## config.mk

```make
export PLATFORM = sky130hd
export DESIGN_NAME = ffgs_window
export DESIGN_NICKNAME = d
export VERILOG_FILES = /design/src/ffgs_pkg.sv /design/src/ffgs_window.sv
export SDC_FILE = /design/constraint.sdc
export NUM_CORES = 1
export LEC_CHECK = 0
export ABC_AREA = 1
export ABC_CLOCK_PERIOD_IN_PS = 2000
export BUFFER_PORTS_ARGS = -buffer_cell sky130_fd_sc_hd__buf_2
export CAP_MARGIN = 40
export CORE_MARGIN = 2
export CORE_UTILIZATION = 55
export DETAILED_ROUTE_END_ITERATION = 8
export GPL_ROUTABILITY_DRIVEN = 0
export PLACE_DENSITY = 0.72
export RECOVER_POWER = 100
export REMOVE_ABC_BUFFERS = 1
export SLEW_MARGIN = 40
export SYNTH_ARGS = -nofsm -noshare
export SYNTH_HDL_FRONTEND = slang
export SYNTH_SLANG_ARGS = --single-unit
```

## constraint.sdc

```tcl
create_clock -name clk -period 2 [get_ports clk]
set_input_delay 0.2 -clock clk [delete_from_list [all_inputs] [get_ports clk]]
set_output_delay 0.2 -clock clk [all_outputs]
set_load 0.05 [all_outputs]
```

## src/ffgs_pkg.sv

```systemverilog
`timescale 1ns / 1ps
// Shared types and constants for the forest fire grid step unit.
// No dependencies; imported by every module of the block.

package ffgs_pkg;

  localparam int MAX_SIDE   = 64;
  localparam int SIDE_W     = $clog2(MAX_SIDE);
  localparam int N_W        = $clog2(MAX_SIDE + 1);
  localparam int CELLS      = MAX_SIDE * MAX_SIDE;
  localparam int ADDR_W     = $clog2(CELLS);
  localparam int SCAN_LEN   = CELLS + MAX_SIDE;
  localparam int SCAN_W     = $clog2(SCAN_LEN + 1);
  localparam int SIDE_LEN_W = 7;
  localparam int POS_W      = 6;
  localparam int GEN_W      = 16;
  localparam int SIDE_RESET = 64;

  typedef logic [1:0] cell_t;

  localparam cell_t EMPTY   = 2'd0;
  localparam cell_t TREE    = 2'd1;
  localparam cell_t BURNING = 2'd2;
  localparam cell_t BURNT   = 2'd3;

  localparam logic [1:0] ACT_WRITE = 2'd0;
  localparam logic [1:0] ACT_READ  = 2'd1;
  localparam logic [1:0] ACT_GEN   = 2'd2;

  typedef struct packed {
    logic [1:0]       action;
    logic [POS_W-1:0] row;
    logic [POS_W-1:0] col;
    cell_t            cell_value;
  } cmd_t;

  typedef struct packed {
    cell_t            read_value;
    logic             fire_still;
    logic [GEN_W-1:0] generations;
  } rsp_t;

  // Position of the cell under evaluation and the active side length.
  typedef struct packed {
    logic [SIDE_W-1:0] row;
    logic [SIDE_W-1:0] col;
    logic [N_W-1:0]    side;
  } scan_pos_t;

  typedef enum logic [1:0] {
    ST_CLEAR,
    ST_IDLE,
    ST_READ,
    ST_GEN
  } state_t;

endpackage

```

## src/ffgs_window.sv

```systemverilog
`timescale 1ns / 1ps
// Neighbourhood window for the generation scan: a two-row shift line plus the cell rule.
// Depends on ffgs_pkg.

module ffgs_window (
  input  logic                clk,
  input  logic                shift,
  input  ffgs_pkg::cell_t     din,
  input  ffgs_pkg::scan_pos_t pos,
  output ffgs_pkg::cell_t     nxt,
  output logic                ignite
);
  import ffgs_pkg::*;

  localparam int DEPTH = 2 * MAX_SIDE;
  localparam int X_W   = N_W + 1;

  cell_t          line [DEPTH];
  cell_t          up_c, down_c, left_c, right_c, mid_c;
  logic [X_W-1:0] row_x, col_x, side_x;
  logic           active, hot;

  // line[0] holds the cell read just before din; the centre sits one full row behind din.
  always_ff @(posedge clk) begin
    if (shift) begin
      line[0] <= din;
      for (int i = 1; i < DEPTH; i++) begin
        line[i] <= line[i-1];
      end
    end
  end

  assign down_c  = din;
  assign right_c = line[MAX_SIDE-2];
  assign mid_c   = line[MAX_SIDE-1];
  assign left_c  = line[MAX_SIDE];
  assign up_c    = line[DEPTH-1];

  always_comb begin
    row_x  = X_W'(pos.row);
    col_x  = X_W'(pos.col);
    side_x = X_W'(pos.side);
    active = (row_x < side_x) && (col_x < side_x);
    // The taps wrap across row ends, so each neighbour is masked by its own edge test.
    hot = ((row_x != '0) && (up_c == BURNING)) ||
          ((row_x + 1'b1 < side_x) && (down_c == BURNING)) ||
          ((col_x != '0) && (left_c == BURNING)) ||
          ((col_x + 1'b1 < side_x) && (right_c == BURNING));
    nxt    = mid_c;
    ignite = 1'b0;
    if (active) begin
      if (mid_c == BURNING) begin
        nxt = BURNT;
      end else if ((mid_c == TREE) && hot) begin
        nxt    = BURNING;
        ignite = 1'b1;
      end
    end
  end

endmodule

```

==> impl_metrics.csv <==
group,metric,value,unit
synth,synthDistinctLibCells,18,
pwr,power.total,0.01070,W
setup_path,cp.arrival,1.83,ns
final_layout,final_nets,526,
synth,synth-simple-area-share,4.047,%
setup_path,cp-startpoint,"pos[8]",
synth,ys_seq_area_share,89.45,%
route,dr.pass1.iters,4,
sta,rsz0062_at_grt,"true",
final_layout,antenna_cells,0,
die,die_x,129.0,um
sta,min_period_over_period,101.3,%
die,row_count,45,
die,io_pins,26,
sta,tightest_slew,1.339,ns
setup_path,worstPathRequired,1.80,ns
run,cap_violations,0,
sta,drv_slew,0,
final_layout,stdcell_count,703,
sta,hold_violations,0,
pwr,peakVddDrop,0.0007828,V
route,wirelength,11.23,mm
setup_path,crit_type,"in -> out",
synth,synth_area,8594,um^2
synth,synth_compound_area_share,0.5095,%
setup_path,rr_worst_depth,0,
cts,cts.reportedPaths.clkPinSlew,0.06,ns
min_path,hold_path_depth,0,
sta,finalCriticalPeriod,2.026,ns
sta,max_freq,0.4937,GHz
setup_path,reg2reg_from,"line[1][61]",
synth,async_reset_ff_share,0,%
die,initial_core_util,56.33,%
cts,cts_tree,"done",
synth,synth_area_per_cell,21.01,um^2
synth,synthTopCellsByCount,"256 x edfxtp_1, 47 x nand2_1, 29 x inv_1",
place,hpwl,5.703,mm
final_layout,area_delta_synth_final,16.38,%
global_route,grt_first_pass_wirelength,17.76,mm
pwr,p_leak,3.646,nW
synth,synth_edf_count,256,
route,via_count,3530,
sta,fin_ws,-0.02568,ns
cts,cts_setup_buffers,0,
final_layout,largest_reg_flops,256,
synth,netlist_instances,409,
setup_path,ff2ff_setup_slack,1.26,ns
sta,fin_setup_tns,-0.02568,ns
synth,synth_warnings,0,
synth,synth_flop_cell,"edfxtp_1",
global_route,grt_pass1_vias,3623,
setup_path,endpoint_kind,"primary output",
synth,synth.largest_area_cell,"edfxtp_1",
cts,cts-root-buf,"clkbuf_16",
route,vias_per_cell,5.021,
route,drt_iter0_drc,316,
synth,synth_area_leaders,"edfxtp_1 89%, ha_1 3.8%, nand2_1 2.1%",
sta,slew_headroom,10.76,%
place,post-place-cells,661,
die,die_area,16640,um^2
synth,synthXorXnorAreaFrac,0.8153,%
final_layout,reg_top3,"line x256",
die,dieHeight,129.0,um
status,status,"complete, but fails checks",
global_route,grt_max_degree,60,
synth,synth_adder_area_share,3.785,%
place,pre_cts_slack,-0.2248,ns
sta,skew,0.008004,ns
synth,synth_top_family_by_area,"simple AND/OR/NAND/NOR gates",
cts,cts_sinks,256,
global_route,grt_usage,13.74,%
cts,insertion_delay,0.50,ns
pwr,power_density,1070,nW/um^2
min_path,min_from,"line[0][59]",
setup_path,critPathMaxFanout,2,
setup_path,crit_path_start_kind,"input pin",
min_path,hold_path.class,"reg -> reg",
synth,synth_top_area_share,89.45,%
route,ant_nets,0,
cts,h-tree-depth,1,
synth,ys_seq_elements,256,
final_layout,layout-drive-gt1-share,20.73,%
place,port_buffers,25,
sta,hold_slack,0.4125,ns
route,drc,0,
synth,synth.most_common_cell,"edfxtp_1",
status,violations,"setup timing",
die,core_area,15260,um^2
cts,cts_made_buffers,23,
synth,synthMuxAreaShare,0,%
cts,clockBufferDepth,3,
global_route,grt.overflow.total,0,
global_route,grt_antenna_before_repair,0,
final_layout,max_flop_register,"line",
sta,setup_violations,1,
route,wl_per_cell,15.97,um
[placed cells by master, fill, tap and decap left out, drive strengths merged]
cell and count:
inv 33, nand3 11, nand4 1, a21boi 2
clkbuf 35, ha 26, edfxtp 256, xor2 8
clkinv 11, dlygate4sd3 2, nor2 14, nand3b 2
bufinv 1, nand2 48, nor3 2, a21oi 5
buf 33, nor3b 2
[worst max-delay path, stage by stage]
cell,delay [ns]
buf_6,0.10
ha_4,0.17
nand2_4,0.08
xor2_1,0.16
inv_1,0.09
ha_4,0.28
nand2_2,0.05
a21oi_2,0.13
nor2_1,0.06
nand2_2,0.08
nand3_4,0.08
nand2_2,0.07
nand2_1,0.04
nand2_1,0.07
buf_6,0.15
[routing by layer]
metal	up-vias	global-route usage [%]	wire (um)
met5	-	0	0
met4	0	4.668	255
met3	26	2.994	409
met2	72	20.48	5128
met1	1771	20.59	5432
li1	1661	-	-
[cells by family after synthesis]
family          after synthesis
flops                       256
simple gates                 80
buf+inv                      32
fa+ha+maj                    26
xor+xnor                      8
compound gates                7
[final timing paths]
| check | endpoint |
|---|---|
| worst max register to register | line[1][63] |
| worst min register to register | line[0][61] |
| worst max-delay path | nxt[0] |
| worst min-delay path | line[0][61] |
[stage by stage]
| step | utilization (%) | area (um^2) |
|---|---|---|
| 2_1_floorplan | - | 8594 |
| 3_3_place_gp | 60.06 | 9164 |
| 3_5_place_dp | 60.06 | 9164 |
| 4_1_cts | 65.22 | 9952 |
| 5_1_grt | 65.55 | 10000 |
| 6_report | 65.55 | 10000 |
[repair_timing]
| action | 4_1_cts | 5_1_grt |
|---|---|---|
| endpoints found under the hold margin | 2 | 0 |
| hold buffers | 2 | 0 |
| gates cloned | 0 | 0 |
| resized for setup | 23 | 26 |
| endpoints found under the setup margin | 3 | 3 |
| pin swaps | 8 | 22 |
[final cells by class]
type,count,area [um^2]
Clock buffer,27,590.6
Clock inverter,13,86.33
Fill cell,977,5256
Inverter,32,120.1
Multi-Input combinational cell,121,942.2
Sequential cell,256,7687
Tap cell,211,264.0
Timing Repair Buffer,43,311.5
[power by group]
part           total, W  switching, W  internal, W
combinational  0.000423      0.000277     0.000146
sequential      0.00633     0.0000864      0.00625
clock           0.00394       0.00171      0.00223
total            0.0107       0.00207      0.00863
Power figures use the tool's default switching activity.
